**src/hw/rtl/fdvs_pkg.sv**
```systemverilog
// shared types, constants and encodings of the finite domain value store
package fdvs_pkg;

  localparam int ValW       = 8;
  localparam int OpW        = 3;
  localparam int EvW        = 4;
  localparam int DomainSize = 256;
  localparam int RowW       = 16;
  localparam int RowBitW    = $clog2(RowW);
  localparam int NumRows    = DomainSize / RowW;
  localparam int RowIdxW    = $clog2(NumRows);

  localparam logic [ValW-1:0] MaxVal = ValW'(DomainSize - 1);

  localparam logic [EvW-1:0] EvChanged = 4'b0001;
  localparam logic [EvW-1:0] EvLower   = 4'b0010;
  localparam logic [EvW-1:0] EvUpper   = 4'b0100;
  localparam logic [EvW-1:0] EvFixed   = 4'b1000;

  typedef enum logic [OpW-1:0] {
    OpInit        = 3'd0,
    OpRaiseMin    = 3'd1,
    OpLowerMax    = 3'd2,
    OpFixValue    = 3'd3,
    OpRemoveValue = 3'd4,
    OpTakeEvents  = 3'd5
  } op_e;

  typedef enum logic [2:0] {
    StIdle,
    StDecide,
    StRefresh,
    StScanUp,
    StScanDn,
    StFinish
  } state_e;

  typedef struct packed {
    logic capture;
    logic set_fail;
    logic do_init;
    logic low_to_v;
    logic high_to_v;
    logic do_fix;
    logic do_remove;
    logic scan_up;
    logic scan_dn;
    logic finish;
  } cmd_t;

  typedef struct packed {
    logic [OpW-1:0] op;
    logic           v_gt_vh;
    logic           v_le_low;
    logic           v_gt_high;
    logic           v_ge_high;
    logic           v_lt_low;
    logic           pres_v;
    logic           in_dom;
    logic           lo_eq_hi;
    logic           v_eq_low;
    logic           v_eq_high;
    logic           up_done;
    logic           dn_done;
    logic           out_free;
  } status_t;

  function automatic logic [ValW-1:0] clamp_val(input logic [ValW-1:0] v);
    clamp_val = (v > MaxVal) ? MaxVal : v;
  endfunction

endpackage

```
**src/hw/rtl/fdvs_if.sv**
```systemverilog
// operation and result channels of the finite domain value store
interface fdvs_in_if;
  logic                          valid;
  logic                          ready;
  logic [fdvs_pkg::OpW-1:0]      opcode;
  logic [fdvs_pkg::ValW-1:0]     value;
  logic [fdvs_pkg::ValW-1:0]     value_high;

  modport source (output valid, output opcode, output value, output value_high, input ready);
  modport sink   (input valid, input opcode, input value, input value_high, output ready);
endinterface

interface fdvs_out_if;
  logic                          valid;
  logic                          ready;
  logic                          ok;
  logic [fdvs_pkg::ValW-1:0]     lower;
  logic [fdvs_pkg::ValW-1:0]     upper;
  logic                          is_fixed;
  logic [fdvs_pkg::EvW-1:0]      events;

  modport source (output valid, output ok, output lower, output upper, output is_fixed,
                  output events, input ready);
  modport sink   (input valid, input ok, input lower, input upper, input is_fixed,
                  input events, output ready);
endinterface

```
**src/hw/rtl/fdvs_datapath.sv**
```systemverilog
// bounds, flags, presence bitmap rows, row scanner and result register
module fdvs_datapath (
  input  logic                           clk_i,
  input  logic                           rst_ni,
  input  fdvs_pkg::cmd_t                 cmd_i,
  output fdvs_pkg::status_t              status_o,
  input  logic [fdvs_pkg::OpW-1:0]       opcode_i,
  input  logic [fdvs_pkg::ValW-1:0]      value_i,
  input  logic [fdvs_pkg::ValW-1:0]      value_high_i,
  output logic                           out_valid_o,
  input  logic                           out_ready_i,
  output logic                           ok_o,
  output logic [fdvs_pkg::ValW-1:0]      lower_o,
  output logic [fdvs_pkg::ValW-1:0]      upper_o,
  output logic                           is_fixed_o,
  output logic [fdvs_pkg::EvW-1:0]       events_o
);

  localparam int ValW    = fdvs_pkg::ValW;
  localparam int RowW    = fdvs_pkg::RowW;
  localparam int RowBitW = fdvs_pkg::RowBitW;
  localparam int RowIdxW = fdvs_pkg::RowIdxW;
  localparam int NumRows = fdvs_pkg::NumRows;
  localparam int EvW     = fdvs_pkg::EvW;

  // current item
  logic [fdvs_pkg::OpW-1:0] op_q;
  logic [ValW-1:0]          v_q, vh_q;
  logic                     ok_q, ok_d;

  // domain state
  logic [ValW-1:0]          low_q, low_d, high_q, high_d;
  logic [EvW-1:0]           flags_q, flags_d;
  logic [NumRows-1:0]       row_vld_q, row_vld_d;

  // bitmap memory and its read side
  logic [RowW-1:0]          mem_q [NumRows];
  logic [RowW-1:0]          rdata_q;
  logic                     rvld_q;
  logic [RowIdxW-1:0]       row_q, row_d;
  logic [RowW-1:0]          eff_row, wdata;
  logic                     wr_en;

  // scanner
  logic [RowIdxW-1:0]       low_row, high_row;
  logic [RowBitW-1:0]       v_bit, up_start, dn_end, up_idx, dn_idx;
  logic [RowW-1:0]          hits_up, hits_dn;
  logic                     any_up, any_dn, up_done, dn_done;
  logic [ValW-1:0]          up_cand, dn_cand, new_low, new_high;
  logic [ValW-1:0]          v_in;

  // result register
  logic                     out_valid_q;
  logic                     res_ok_q, res_fixed_q;
  logic [ValW-1:0]          res_low_q, res_high_q;
  logic [EvW-1:0]           res_ev_q;

  assign v_in     = fdvs_pkg::clamp_val(value_i);
  assign v_bit    = v_q[RowBitW-1:0];
  assign low_row  = low_q[ValW-1 -: RowIdxW];
  assign high_row = high_q[ValW-1 -: RowIdxW];

  // rows never written since the last init read as all present
  assign eff_row  = rvld_q ? rdata_q : {RowW{1'b1}};

  // first present value at or above the lower bound in the current row
  assign up_start = (row_q == low_row) ? low_q[RowBitW-1:0] : '0;
  assign dn_end   = (row_q == high_row) ? high_q[RowBitW-1:0] : RowBitW'(RowW - 1);

  always_comb begin
    for (int i = 0; i < RowW; i++) begin
      hits_up[i] = eff_row[i] && (RowBitW'(i) >= up_start);
      hits_dn[i] = eff_row[i] && (RowBitW'(i) <= dn_end);
    end
  end

  always_comb begin
    up_idx = '0;
    for (int i = RowW - 1; i >= 0; i--) begin
      if (hits_up[i]) begin
        up_idx = RowBitW'(i);
      end
    end
  end

  always_comb begin
    dn_idx = '0;
    for (int i = 0; i < RowW; i++) begin
      if (hits_dn[i]) begin
        dn_idx = RowBitW'(i);
      end
    end
  end

  assign any_up   = |hits_up;
  assign any_dn   = |hits_dn;
  assign up_cand  = {row_q, up_idx};
  assign dn_cand  = {row_q, dn_idx};
  assign up_done  = any_up || (row_q >= high_row);
  assign dn_done  = any_dn || (row_q <= low_row);
  assign new_low  = (any_up && (up_cand < high_q)) ? up_cand : high_q;
  assign new_high = (any_dn && (dn_cand > low_q)) ? dn_cand : low_q;

  // row pointer follows the operand, then walks during a scan
  always_comb begin
    row_d = row_q;
    if (cmd_i.capture) begin
      row_d = v_in[ValW-1 -: RowIdxW];
    end else if (cmd_i.scan_up && !up_done) begin
      row_d = row_q + RowIdxW'(1);
    end else if (cmd_i.scan_dn && !dn_done) begin
      row_d = row_q - RowIdxW'(1);
    end
  end

  assign wr_en = cmd_i.do_remove;
  assign wdata = eff_row & ~(RowW'(1) << v_bit);

  always_ff @(posedge clk_i) begin
    if (wr_en) begin
      mem_q[row_q] <= wdata;
    end
    rdata_q <= mem_q[row_d];
  end

  always_comb begin
    ok_d      = ok_q;
    low_d     = low_q;
    high_d    = high_q;
    flags_d   = flags_q;
    row_vld_d = row_vld_q;
    if (cmd_i.capture) begin
      ok_d = 1'b1;
    end
    if (cmd_i.set_fail) begin
      ok_d = 1'b0;
    end
    if (cmd_i.do_init) begin
      low_d     = v_q;
      high_d    = vh_q;
      flags_d   = fdvs_pkg::EvChanged | fdvs_pkg::EvLower | fdvs_pkg::EvUpper |
                  ((v_q == vh_q) ? fdvs_pkg::EvFixed : '0);
      row_vld_d = '0;
    end
    if (cmd_i.low_to_v) begin
      low_d   = v_q;
      flags_d = flags_q | fdvs_pkg::EvChanged | fdvs_pkg::EvLower |
                ((v_q == high_q) ? fdvs_pkg::EvFixed : '0);
    end
    if (cmd_i.high_to_v) begin
      high_d  = v_q;
      flags_d = flags_q | fdvs_pkg::EvChanged | fdvs_pkg::EvUpper |
                ((v_q == low_q) ? fdvs_pkg::EvFixed : '0);
    end
    if (cmd_i.do_fix) begin
      if (low_q < v_q) begin
        low_d   = v_q;
        flags_d = flags_d | fdvs_pkg::EvChanged | fdvs_pkg::EvLower | fdvs_pkg::EvFixed;
      end
      if (high_q > v_q) begin
        high_d  = v_q;
        flags_d = flags_d | fdvs_pkg::EvChanged | fdvs_pkg::EvUpper | fdvs_pkg::EvFixed;
      end
    end
    if (cmd_i.do_remove) begin
      flags_d          = flags_q | fdvs_pkg::EvChanged;
      row_vld_d[row_q] = 1'b1;
    end
    if (cmd_i.scan_up && up_done) begin
      low_d   = new_low;
      flags_d = flags_q | fdvs_pkg::EvChanged | fdvs_pkg::EvLower |
                ((new_low == high_q) ? fdvs_pkg::EvFixed : '0);
    end
    if (cmd_i.scan_dn && dn_done) begin
      high_d  = new_high;
      flags_d = flags_q | fdvs_pkg::EvChanged | fdvs_pkg::EvUpper |
                ((new_high == low_q) ? fdvs_pkg::EvFixed : '0);
    end
    if (cmd_i.finish && (op_q == fdvs_pkg::OpTakeEvents)) begin
      flags_d = '0;
    end
  end

  always_ff @(posedge clk_i or negedge rst_ni) begin
    if (!rst_ni) begin
      low_q       <= '0;
      high_q      <= fdvs_pkg::MaxVal;
      flags_q     <= '0;
      row_vld_q   <= '0;
      rvld_q      <= 1'b0;
      row_q       <= '0;
      ok_q        <= 1'b0;
      out_valid_q <= 1'b0;
    end else begin
      low_q     <= low_d;
      high_q    <= high_d;
      flags_q   <= flags_d;
      row_vld_q <= row_vld_d;
      rvld_q    <= row_vld_q[row_d];
      row_q     <= row_d;
      ok_q      <= ok_d;
      if (cmd_i.finish) begin
        out_valid_q <= 1'b1;
      end else if (out_ready_i) begin
        out_valid_q <= 1'b0;
      end
    end
  end

  always_ff @(posedge clk_i) begin
    if (cmd_i.capture) begin
      op_q <= opcode_i;
      v_q  <= v_in;
      vh_q <= fdvs_pkg::clamp_val(value_high_i);
    end
    if (cmd_i.finish) begin
      res_ok_q    <= ok_q;
      res_low_q   <= low_q;
      res_high_q  <= high_q;
      res_fixed_q <= (low_q == high_q);
      res_ev_q    <= flags_q;
    end
  end

  assign status_o.op        = op_q;
  assign status_o.v_gt_vh   = v_q > vh_q;
  assign status_o.v_le_low  = v_q <= low_q;
  assign status_o.v_gt_high = v_q > high_q;
  assign status_o.v_ge_high = v_q >= high_q;
  assign status_o.v_lt_low  = v_q < low_q;
  assign status_o.pres_v    = eff_row[v_bit];
  assign status_o.in_dom    = (v_q >= low_q) && (v_q <= high_q) && eff_row[v_bit];
  assign status_o.lo_eq_hi  = low_q == high_q;
  assign status_o.v_eq_low  = v_q == low_q;
  assign status_o.v_eq_high = v_q == high_q;
  assign status_o.up_done   = up_done;
  assign status_o.dn_done   = dn_done;
  assign status_o.out_free  = !out_valid_q || out_ready_i;

  assign out_valid_o = out_valid_q;
  assign ok_o        = res_ok_q;
  assign lower_o     = res_low_q;
  assign upper_o     = res_high_q;
  assign is_fixed_o  = res_fixed_q;
  assign events_o    = res_ev_q;

endmodule

```
**src/hw/rtl/fdvs_ctrl.sv**
```systemverilog
// operation sequencer of the finite domain value store
module fdvs_ctrl (
  input  logic                clk_i,
  input  logic                rst_ni,
  input  logic                in_valid_i,
  output logic                in_ready_o,
  input  fdvs_pkg::status_t   status_i,
  output fdvs_pkg::cmd_t      cmd_o
);

  fdvs_pkg::state_e state_q, state_d;

  always_ff @(posedge clk_i or negedge rst_ni) begin
    if (!rst_ni) begin
      state_q <= fdvs_pkg::StIdle;
    end else begin
      state_q <= state_d;
    end
  end

  always_comb begin
    state_d = state_q;
    unique case (state_q)
      fdvs_pkg::StIdle: begin
        if (in_valid_i) begin
          state_d = fdvs_pkg::StDecide;
        end
      end
      fdvs_pkg::StDecide: begin
        state_d = fdvs_pkg::StFinish;
        unique case (status_i.op)
          fdvs_pkg::OpRaiseMin: begin
            if (!status_i.v_le_low && !status_i.v_gt_high && !status_i.pres_v) begin
              state_d = fdvs_pkg::StScanUp;
            end
          end
          fdvs_pkg::OpLowerMax: begin
            if (!status_i.v_ge_high && !status_i.v_lt_low && !status_i.pres_v) begin
              state_d = fdvs_pkg::StScanDn;
            end
          end
          fdvs_pkg::OpRemoveValue: begin
            // a removed bound needs the rewritten row before the scan
            if (status_i.in_dom && !status_i.lo_eq_hi &&
                (status_i.v_eq_low || status_i.v_eq_high)) begin
              state_d = fdvs_pkg::StRefresh;
            end
          end
          default: begin
            state_d = fdvs_pkg::StFinish;
          end
        endcase
      end
      fdvs_pkg::StRefresh: begin
        state_d = status_i.v_eq_low ? fdvs_pkg::StScanUp : fdvs_pkg::StScanDn;
      end
      fdvs_pkg::StScanUp: begin
        if (status_i.up_done) begin
          state_d = fdvs_pkg::StFinish;
        end
      end
      fdvs_pkg::StScanDn: begin
        if (status_i.dn_done) begin
          state_d = fdvs_pkg::StFinish;
        end
      end
      fdvs_pkg::StFinish: begin
        if (status_i.out_free) begin
          state_d = fdvs_pkg::StIdle;
        end
      end
      default: begin
        state_d = fdvs_pkg::StIdle;
      end
    endcase
  end

  always_comb begin
    cmd_o      = '0;
    in_ready_o = 1'b0;
    unique case (state_q)
      fdvs_pkg::StIdle: begin
        in_ready_o    = 1'b1;
        cmd_o.capture = in_valid_i;
      end
      fdvs_pkg::StDecide: begin
        unique case (status_i.op)
          fdvs_pkg::OpInit: begin
            if (status_i.v_gt_vh) begin
              cmd_o.set_fail = 1'b1;
            end else begin
              cmd_o.do_init = 1'b1;
            end
          end
          fdvs_pkg::OpRaiseMin: begin
            if (!status_i.v_le_low) begin
              if (status_i.v_gt_high) begin
                cmd_o.set_fail = 1'b1;
              end else begin
                cmd_o.low_to_v = 1'b1;
              end
            end
          end
          fdvs_pkg::OpLowerMax: begin
            if (!status_i.v_ge_high) begin
              if (status_i.v_lt_low) begin
                cmd_o.set_fail = 1'b1;
              end else begin
                cmd_o.high_to_v = 1'b1;
              end
            end
          end
          fdvs_pkg::OpFixValue: begin
            if (status_i.in_dom) begin
              cmd_o.do_fix = 1'b1;
            end else begin
              cmd_o.set_fail = 1'b1;
            end
          end
          fdvs_pkg::OpRemoveValue: begin
            if (status_i.in_dom) begin
              if (status_i.lo_eq_hi) begin
                cmd_o.set_fail = 1'b1;
              end else begin
                cmd_o.do_remove = 1'b1;
              end
            end
          end
          fdvs_pkg::OpTakeEvents: begin
            cmd_o.set_fail = 1'b0;
          end
          default: begin
            cmd_o.set_fail = 1'b1;
          end
        endcase
      end
      fdvs_pkg::StRefresh: begin
        cmd_o = '0;
      end
      fdvs_pkg::StScanUp: begin
        cmd_o.scan_up = 1'b1;
      end
      fdvs_pkg::StScanDn: begin
        cmd_o.scan_dn = 1'b1;
      end
      fdvs_pkg::StFinish: begin
        cmd_o.finish = status_i.out_free;
      end
      default: begin
        cmd_o = '0;
      end
    endcase
  end

endmodule

```
**src/hw/rtl/finite_domain_value_store.sv**
```systemverilog
// top level of the finite domain value store
//
//   channel  dir  beat payload                               handshake
//   in_i     in   opcode, value, value_high                  valid/ready
//   out_o    out  ok, lower, upper, is_fixed, events         valid/ready
//
// one operation at a time; ready is high only while the sequencer is idle
// a beat is captured while idle, then passes the decide and finish states; removing a bound adds a refresh state, and
// bound scans walk the presence bitmap one 16-value row per cycle (up to 16 rows)
// the result register holds a beat until taken; a new beat is accepted while it waits
// reset: bounds 0 and 255, flags clear, every bitmap row reads as all present
// through per-row valid bits, so there is no clearing pass
module finite_domain_value_store (
  input logic          clk_i,
  input logic          rst_ni,
  fdvs_in_if.sink      in_i,
  fdvs_out_if.source   out_o
);

  fdvs_pkg::cmd_t    cmd;
  fdvs_pkg::status_t status;

  fdvs_ctrl u_ctrl (
    .clk_i      (clk_i),
    .rst_ni     (rst_ni),
    .in_valid_i (in_i.valid),
    .in_ready_o (in_i.ready),
    .status_i   (status),
    .cmd_o      (cmd)
  );

  fdvs_datapath u_datapath (
    .clk_i        (clk_i),
    .rst_ni       (rst_ni),
    .cmd_i        (cmd),
    .status_o     (status),
    .opcode_i     (in_i.opcode),
    .value_i      (in_i.value),
    .value_high_i (in_i.value_high),
    .out_valid_o  (out_o.valid),
    .out_ready_i  (out_o.ready),
    .ok_o         (out_o.ok),
    .lower_o      (out_o.lower),
    .upper_o      (out_o.upper),
    .is_fixed_o   (out_o.is_fixed),
    .events_o     (out_o.events)
  );

endmodule
```
**src/flat_wrapper.sv**
```systemverilog
// flat-port wrapper written by rule: the top's interface ports become plain ports
module finite_domain_value_store_flat 
  (clk_i, rst_ni, in_i_valid, in_i_opcode, in_i_value, in_i_value_high, in_i_ready, out_o_valid, out_o_ok, out_o_lower, out_o_upper, out_o_is_fixed, out_o_events, out_o_ready);
  fdvs_in_if in_i_i ();
  fdvs_out_if out_o_i ();
  input logic clk_i;
  input logic rst_ni;
  input wire logic [$bits(in_i_i.valid)-1:0] in_i_valid;
  input wire logic [$bits(in_i_i.opcode)-1:0] in_i_opcode;
  input wire logic [$bits(in_i_i.value)-1:0] in_i_value;
  input wire logic [$bits(in_i_i.value_high)-1:0] in_i_value_high;
  output wire logic [$bits(in_i_i.ready)-1:0] in_i_ready;
  output wire logic [$bits(out_o_i.valid)-1:0] out_o_valid;
  output wire logic [$bits(out_o_i.ok)-1:0] out_o_ok;
  output wire logic [$bits(out_o_i.lower)-1:0] out_o_lower;
  output wire logic [$bits(out_o_i.upper)-1:0] out_o_upper;
  output wire logic [$bits(out_o_i.is_fixed)-1:0] out_o_is_fixed;
  output wire logic [$bits(out_o_i.events)-1:0] out_o_events;
  input wire logic [$bits(out_o_i.ready)-1:0] out_o_ready;
  assign in_i_i.valid = in_i_valid;
  assign in_i_i.opcode = in_i_opcode;
  assign in_i_i.value = in_i_value;
  assign in_i_i.value_high = in_i_value_high;
  assign in_i_ready = in_i_i.ready;
  assign out_o_valid = out_o_i.valid;
  assign out_o_ok = out_o_i.ok;
  assign out_o_lower = out_o_i.lower;
  assign out_o_upper = out_o_i.upper;
  assign out_o_is_fixed = out_o_i.is_fixed;
  assign out_o_events = out_o_i.events;
  assign out_o_i.ready = out_o_ready;
  finite_domain_value_store u_core (.clk_i(clk_i), .rst_ni(rst_ni), .in_i(in_i_i), .out_o(out_o_i));
endmodule
```
**config.mk**
```make
export PLATFORM = sky130hd
export DESIGN_NAME = finite_domain_value_store_flat
export DESIGN_NICKNAME = d
export VERILOG_FILES = /design/src/hw/rtl/fdvs_pkg.sv /design/src/hw/rtl/fdvs_if.sv /design/src/hw/rtl/fdvs_datapath.sv /design/src/hw/rtl/fdvs_ctrl.sv /design/src/hw/rtl/finite_domain_value_store.sv /design/src/flat_wrapper.sv
export SDC_FILE = /design/constraint.sdc
export NUM_CORES = 1
export LEC_CHECK = 0
export ABC_CLOCK_PERIOD_IN_PS = 4200
export BUFFER_PORTS_ARGS = -buffer_cell sky130_fd_sc_hd__buf_4
export CORE_ASPECT_RATIO = 0.5
export CORE_MARGIN = 5
export CORE_UTILIZATION = 52
export CTS_CLUSTER_SIZE = 12
export DETAILED_ROUTE_END_ITERATION = 16
export GPL_TIMING_DRIVEN = 1
export PLACE_DENSITY = 0.71
export SKIP_LAST_GASP = 1
export SYNTH_ARGS = -nofsm -noshare
export SYNTH_HDL_FRONTEND = slang
export SYNTH_HIERARCHICAL = 1
export SYNTH_SLANG_ARGS = --single-unit
```
**constraint.sdc**
```tcl
create_clock -name clk_i -period 4.2 [get_ports clk_i]
set_input_delay 0.42 -clock clk_i [delete_from_list [all_inputs] [get_ports clk_i]]
set_output_delay 0.42 -clock clk_i [all_outputs]
set_load 0.005 [all_outputs]
```
---- After elaboration in Yosys (flattened, before gate mapping) ----
Memory sizes are Yosys's and may differ from the RTL's. A register that Yosys moved wholly into a read port is not among the register bits.
Cells that the tools add are included.
word-level totals
  register bits after elaboration ......... 87
  RAM bits ................................ 256
  input bits .............................. 23
  memories kept ........................... 1
memories
  memory                   words  bits a word  read ports  clocked after memory_dff  wr ports  RTL line             source
  u_core.u_datapath.mem_q  16     16           1           1                         1         fdvs_datapath.sv:37  logic [RowW-1:0] mem_q [NumRows];
cells by class
  add/sub/neg operators ................... 2
  $lt $le $gt $ge ......................... 51
  equal/unequal tests ..................... 23
  shift-type cells ........................ 1
  mux-type cells .......................... 117
  bitwise operators ....................... 7
  reduce and logical (&&, ||, !) cells .... 68
operators with widths
  operator                                                                       count
  4-bit 2-to-1 mux                                                               50
  8-bit 2-to-1 mux                                                               13
  8-bit equality test                                                            6
  1-bit logical AND                                                              48
  16-bit 2-to-1 mux                                                              3
  1-bit 2-to-1 mux                                                               37
  4-bit >= comparator (first input constant)                                     8
  8-bit greater-than comparator                                                  4
  4-bit <= comparator (first input constant)                                     8
  16-bit OR reduction                                                            2
  8-bit less-than comparator                                                     3
  3-bit 2-to-1 mux                                                               7
  3-bit one-hot mux with 6 select lines                                          1
  16-bit bitwise AND                                                             1
  3-bit by 4-bit >= comparator with 1-bit output (first input constant)          4
  8-bit >= comparator                                                            2
  8-bit greater-than comparator (second input constant)                          2
  3-bit by 4-bit <= comparator with 1-bit output (first input constant)          4
  8-bit <= comparator                                                            2
  16-bit NOT                                                                     1
  16-bit OR                                                                      1
  4-bit OR                                                                       4
  1-bit by 4-bit left shift with 16-bit output (first input constant)            1
  4-bit by 5-bit less-than comparator with 1-bit output (second input constant)  3
  other kinds (25)                                                               54

---- Longest topological paths before layout ----
  depth in word-level cells ............... 29
  gate-level depth with buffers ........... 23
  gate-level depth less buffers ........... 21

---- Hierarchy ----
Netlist, hierarchy kept.
by module, submodules not included
  module         times used  cells each  area each (sq um)  sequential area each (sq um)
  fdvs_datapath  1           1386        17600.6            10324.9
  fdvs_ctrl      1           64          446.7              75.1

---- Least setup slack after synthesis ----
Ideal clock, no wire load.
  path type ............................... reg-to-reg
  start ................................... register u_core.u_datapath.high_q[1]
  end ..................................... memory u_core.u_datapath.mem_q[3][0], enable pin
  data arrival time ....................... 3805 ps
  setup slack ............................. 20 ps
  cell stages (with the launch flop) ...... 15
  clock period less this slack ............ 4180 ps
  path through ............................ dfstp_2 clkbuf_1 inv_1 ha_1 nor2b_1 o21ai_0 nand2b_1 a21oi_1 nor2_1 a211oi_1 o221a_2 nor4b_1 and3_1 nor3b_1 and2_1
RTL lines
  what                    RTL line              source
  start, declared         fdvs_datapath.sv:32   logic [ValW-1:0] low_q, low_d, high_q, high_d;
  start signal, assigned  fdvs_datapath.sv:187  high_q <= fdvs_pkg::MaxVal;
  start signal, assigned  fdvs_datapath.sv:196  high_q <= high_d;
  end, declared           fdvs_datapath.sv:37

---- Worst setup path in the final report ----
  start ................................... register u_core.u_datapath.row_q[3]
  end ..................................... register u_core.u_datapath.rdata_q[8] (read register of u_core.u_datapath.mem_q)
on the way
  cells in the longest elaborated chain, start to end .. 11
ends and longest elaborated chain
  what                                                                          RTL line              source
  start, declared                                                               fdvs_datapath.sv:40   logic [RowIdxW-1:0] row_q, row_d;
  start signal, assigned                                                        fdvs_datapath.sv:200  row_q <= row_d;
  4-bit equality test                                                           fdvs_datapath.sv:68   assign dn_end = (row_q == high_row) ? high_q[RowBitW-1:0] : RowBitW'(RowW - 1);
  4-bit 2-to-1 mux                                                              fdvs_datapath.sv:68
  1-bit by 4-bit <= comparator with 1-bit output, or another cell as far along  fdvs_datapath.sv:73   hits_dn[i] = eff_row[i] && (RowBitW'(i) <= dn_end);
  1-bit logical AND                                                             fdvs_datapath.sv:73
  16-bit OR reduction                                                           fdvs_datapath.sv:96   assign any_dn = |hits_dn;
  1-bit logical OR                                                              fdvs_datapath.sv:100  assign dn_done = any_dn || (row_q <= low_row);
  1-bit zero test                                                               fdvs_datapath.sv:111  end else if (cmd_i.scan_dn && !dn_done) begin
  1-bit logical AND                                                             fdvs_datapath.sv:111
  4-bit 2-to-1 mux                                                              fdvs_datapath.sv:111
  4-bit 2-to-1 mux (*)                                                          fdvs_datapath.sv:109  end else if (cmd_i.scan_up && !up_done) begin
  4-bit 2-to-1 mux (*)                                                          fdvs_datapath.sv:107  if (cmd_i.capture) begin
  end, declared                                                                 fdvs_datapath.sv:38   logic [RowW-1:0] rdata_q;
Mark *: on every way between the ends. The rest lies on a longest branch, timed or not.
A chain may end at the register's enable or synchronous reset.

==> results_dict.tcl <==
set metrics [dict create \
    outcome "finished clean" \
    setup_viol 0 \
    antenna_found_initial 0 \
    synthFlopType "edfxtp_1" \
    die_y_microns 142 \
    yosysWarnings 6 \
    viasPerCell 6.44 \
    drt_iter0_drc 1718 \
    wire_per_inst_microns 25.6 \
    critPathRequiredTime_ps 4610 \
    wirelength_microns 54200 \
    portBuffers 46 \
    synth_xor_area_share_pct 1.16 \
    grt_overflow 0 \
    p_leak_nw 7.97 \
    path_class "reg -> reg" \
    synthSimpleGateAreaFrac_pct 10.3 \
    ys_ff_latch 359 \
    clock_path_buffers 3 \
    fin_worst_skew_ps 26.9 \
    synthAdderAreaFrac_pct 3.19 \
    ir_drop_v 0.000343 \
    initial_core_util_pct 52.5 \
    syn_area_sq_um 18000 \
    p_int_mw 9.07 \
    synth_edf_count 297 \
    drv_slew 0 \
    syn_inst 1450 \
    clkLatencyLatePin_ps 560 \
    drv_cap 0 \
    worst_hold_slack_ps 31.8 \
    synth_top_family_by_area "compound AO/OA/AOI/OAI gates" \
    switchingPower_mw 6.03 \
    clk_pin_slew_ps 70 \
    grt_pass1_wl_microns 82300 \
    syn_area_per_cell_sq_um 12.4 \
    dieArea_sq_um 38800 \
    track_usage_pct 27.7 \
    postRouteAntennaNets 0 \
    ys_seq_area_share_pct 57.6 \
    cpPeakStageDelay_ps 430 \
    drc 0 \
    pwr-share-seq_pct 32.9 \
    cts_sinks 359 \
    synth_mux_area_share_pct 7.81 \
    period_needed_ps 4140 \
    place.gp.congestion 0.982 \
    rows 48 \
    dp_hpwl_microns 38400 \
    cp.arrival_ps 4560 \
    max_clock_freq_mhz 241 \
    clockPowerShare_pct 20.3 \
    htreeDepth 2 \
    fin_crit_sh_pct 98.6 \
    slew_headroom_pct 8.87 \
    cp-start-kind "flip-flop" \
    p_total_mw 15.1 \
    grt_pass1_vias 13200 \
    setup_tns_ps 0 \
    synth_compound_area_share_pct 16.2 \
    cts_root_buf "clkbuf_16" \
    layout-drive-gt1-share_pct 22.3 \
    core_area_sq_um 34400 \
    cts-buffers-inserted 36 \
    worst_slew_pin_slew_ps 1370 \
    hold_path_class "in -> reg" \
    cp_slowest_cell "dfrtp_1" \
    power_per_cell_area_nw_per_um2 706 \
    crit_chain "ha_2 > nand4_1 > a211oi_1 > o211ai_1 > nor4_4 > buf_4 > nand2_2 > buf_4 > o221ai_2 > nor2_4 > inv_1 > buf_4 > a211oi_1 > a311o_1 > a22oi_1" \
    critical_path_buf_inv_count 4 \
    end_kind "flip-flop" \
    cpLargestDelayFamily "compound AO/OA/AOI/OAI gates" \
    grt_max_degree 47 \
    power_frac_comb_pct 46.8 \
    hold_viol 0 \
    vias 13600 \
    layout.nets 1680 \
    cts_tree "done" \
    ys_async_sr_fraction_pct 12.8 \
    sw_frac_of_total_pct 39.9 \
    syn_to_final_growth_pct 18.5 \
    dr.pass1.iters 6 \
    crit_path_max_fanout 12 \
    syn_nets 1519 \
    critPathMostFrequentCell "buf_4" \
    yosysUniqueCellTypes 90 \
    io_pins 47 \
    die_w_microns 273 \
]
==> Yosys cell counts (8+ instances only) <==
cell      number  area [sq um]
buf_2         19          95.1
edfxtp_1     297          8920
nand4_1       16           100
o41ai_1        9          78.8
a21oi_1       58           290
or2_2         10          62.6
a21o_1        29           218
dfrtp_1       38           951
o211ai_1      27           203
nor2b_1       31           194
inv_1         59           221
o22ai_1       19           119
ha_1          46           576
mux2_1         9           101
nand3_1       19          95.1
nor3_1        14          70.1
nand2b_1      28           175
dfstp_2        8           210
a311o_1        8          80.1
a211oi_1      47           353
o21a_1        10          75.1
and2_1        33           206
dfxtp_1       16           320
a22oi_1       25           188
o21ai_0       85           425
nand2_1       88           330
xnor2_1       18           158
clkbuf_1      56           210
a31oi_1       21           131
mux4_2        34           766
o211a_1        8          80.1
nor2_1        67           251
a22o_1        10          87.6
mux2i_1       52           521
==> through the flow <==
step | std cells | setup slack, ps | util, % | instance area (sq um)
global route | 2114 | -48.4 | 62.3 | 21400
global placement | 2040 | -126 | 58.5 | 20100
finish | 2115 | 57.3 | 62.3 | 21400
floorplan | 1450 | 20.1 | - | 18000
CTS | 2109 | 14.4 | 61.8 | 21200
detailed placement | 2040 | -75.5 | 58.5 | 20100
==> area by class of cell <==
cell class	instances	area, sq um
Fill cell	2642	13000
Inverter	61	239
Sequential cell	359	10400
Clock inverter	5	52.6
Timing Repair inverter	1	7.51
Clock buffer	61	1040
Antenna cell	1	2.50
Multi-Input combinational cell	940	7150
Tap cell	475	594
Timing Repair Buffer	212	1910
==> path summary, 6_finish.rpt <==
check	startpoint	to	slack, ps	cells after the start
setup / recovery	u_core/u_datapath/row_q[3]	u_core/u_datapath/rdata_q[8]	60	15
hold / removal	in_i_value[0]	u_core/u_datapath/v_q[0]	30	1
setup reg to reg	u_core/u_datapath/row_q[3]	u_core/u_datapath/rdata_q[8]	60	15
hold reg to reg	u_core/u_datapath/ok_q	u_core/u_datapath/ok_o	450	0
max in group asynchronous	rst_ni	u_core/u_datapath/low_q[3]	3240	2
min in group asynchronous	rst_ni	u_core/u_datapath/row_vld_q[11]	450	2
==> metal layers <==
| metal | up-vias | global-route usage, % | share of wire [%] |
|---|---|---|---|
| li1 | 5940 | - | - |
| met1 | 6788 | 40.9 | 42 |
| met2 | 799 | 42.8 | 45 |
| met3 | 104 | 5.32 | 11 |
| met4 | 0 | 6.58 | 2.3 |
| met5 | - | 0 | 0 |
==> power groups by stage <==
stage / sequential, mW / clock, mW / combinational (mW)
floorplan: 4.82 / 0 / 4.16
global placement: 5.00 / 0 / 6.50
detailed placement: 5.01 / 0 / 6.65
CTS: 4.93 / 3.12 / 6.74
global route: 4.99 / 3.28 / 7.52
finish: 4.96 / 3.07 / 7.07
==> placed cells by master (no fill, tap or decap), types with 25 or more instances in the layout <==
| cell type | synthesis | routed |
|---|---|---|
| o21ai_0 | 85 | 81 |
| mux2i_1 | 52 | 52 |
| edfxtp_1 | 297 | 297 |
| clkbuf_16 | 0 | 37 |
| nand2b_1 | 28 | 28 |
| nand2_1 | 88 | 86 |
| mux4_2 | 34 | 34 |
| buf_12 | 0 | 25 |
| ha_1 | 46 | 43 |
| a211oi_1 | 47 | 42 |
| o211ai_1 | 27 | 27 |
| inv_1 | 59 | 57 |
| a21o_1 | 29 | 29 |
| and2_1 | 33 | 32 |
| nor2b_1 | 31 | 30 |
| a21oi_1 | 58 | 56 |
| buf_4 | 5 | 185 |
| a22oi_1 | 25 | 25 |
| dfrtp_1 | 38 | 38 |
| nor2_1 | 67 | 66 |
==> cells by family (layout without fill, tap and decap cells) <==
| group | Yosys count | in the layout |
|---|---|---|
| flip-flops | 359 | 359 |
| adder cells (fa/ha/maj) | 46 | 46 |
| AND/OR/NAND/NOR | 352 | 352 |
| multiplexers | 97 | 97 |
| AO/OA/AOI/OAI | 421 | 421 |
| other | 0 | 1 |
| XOR/XNOR | 24 | 24 |
| buffers and inverters | 151 | 340 |
==> what timing repair did <==
action,in CTS,in global routing
gates resized for setup,4,34
setup endpoints to repair,18,110
setup buffers,2,4
hold endpoints to repair,38,0
gates cloned,0,1
hold buffers,1,0
pin swaps,1,9
==> registers in the layout, indices dropped and copies added, names as in the netlist, 8 cells and up <==
signal and cells:
u_core/u_datapath/rdata_q 16, u_core/u_datapath/lower_o 8, u_core/u_datapath/upper_o 8, u_core/u_datapath/low_q 8, u_core/u_datapath/vh_q 8, u_core/u_datapath/v_q 8
u_core/u_datapath/row_vld_q 16, u_core/u_datapath/mem_q 256, u_core/u_datapath/high_q 8
(Power assumes the default switching activity.)
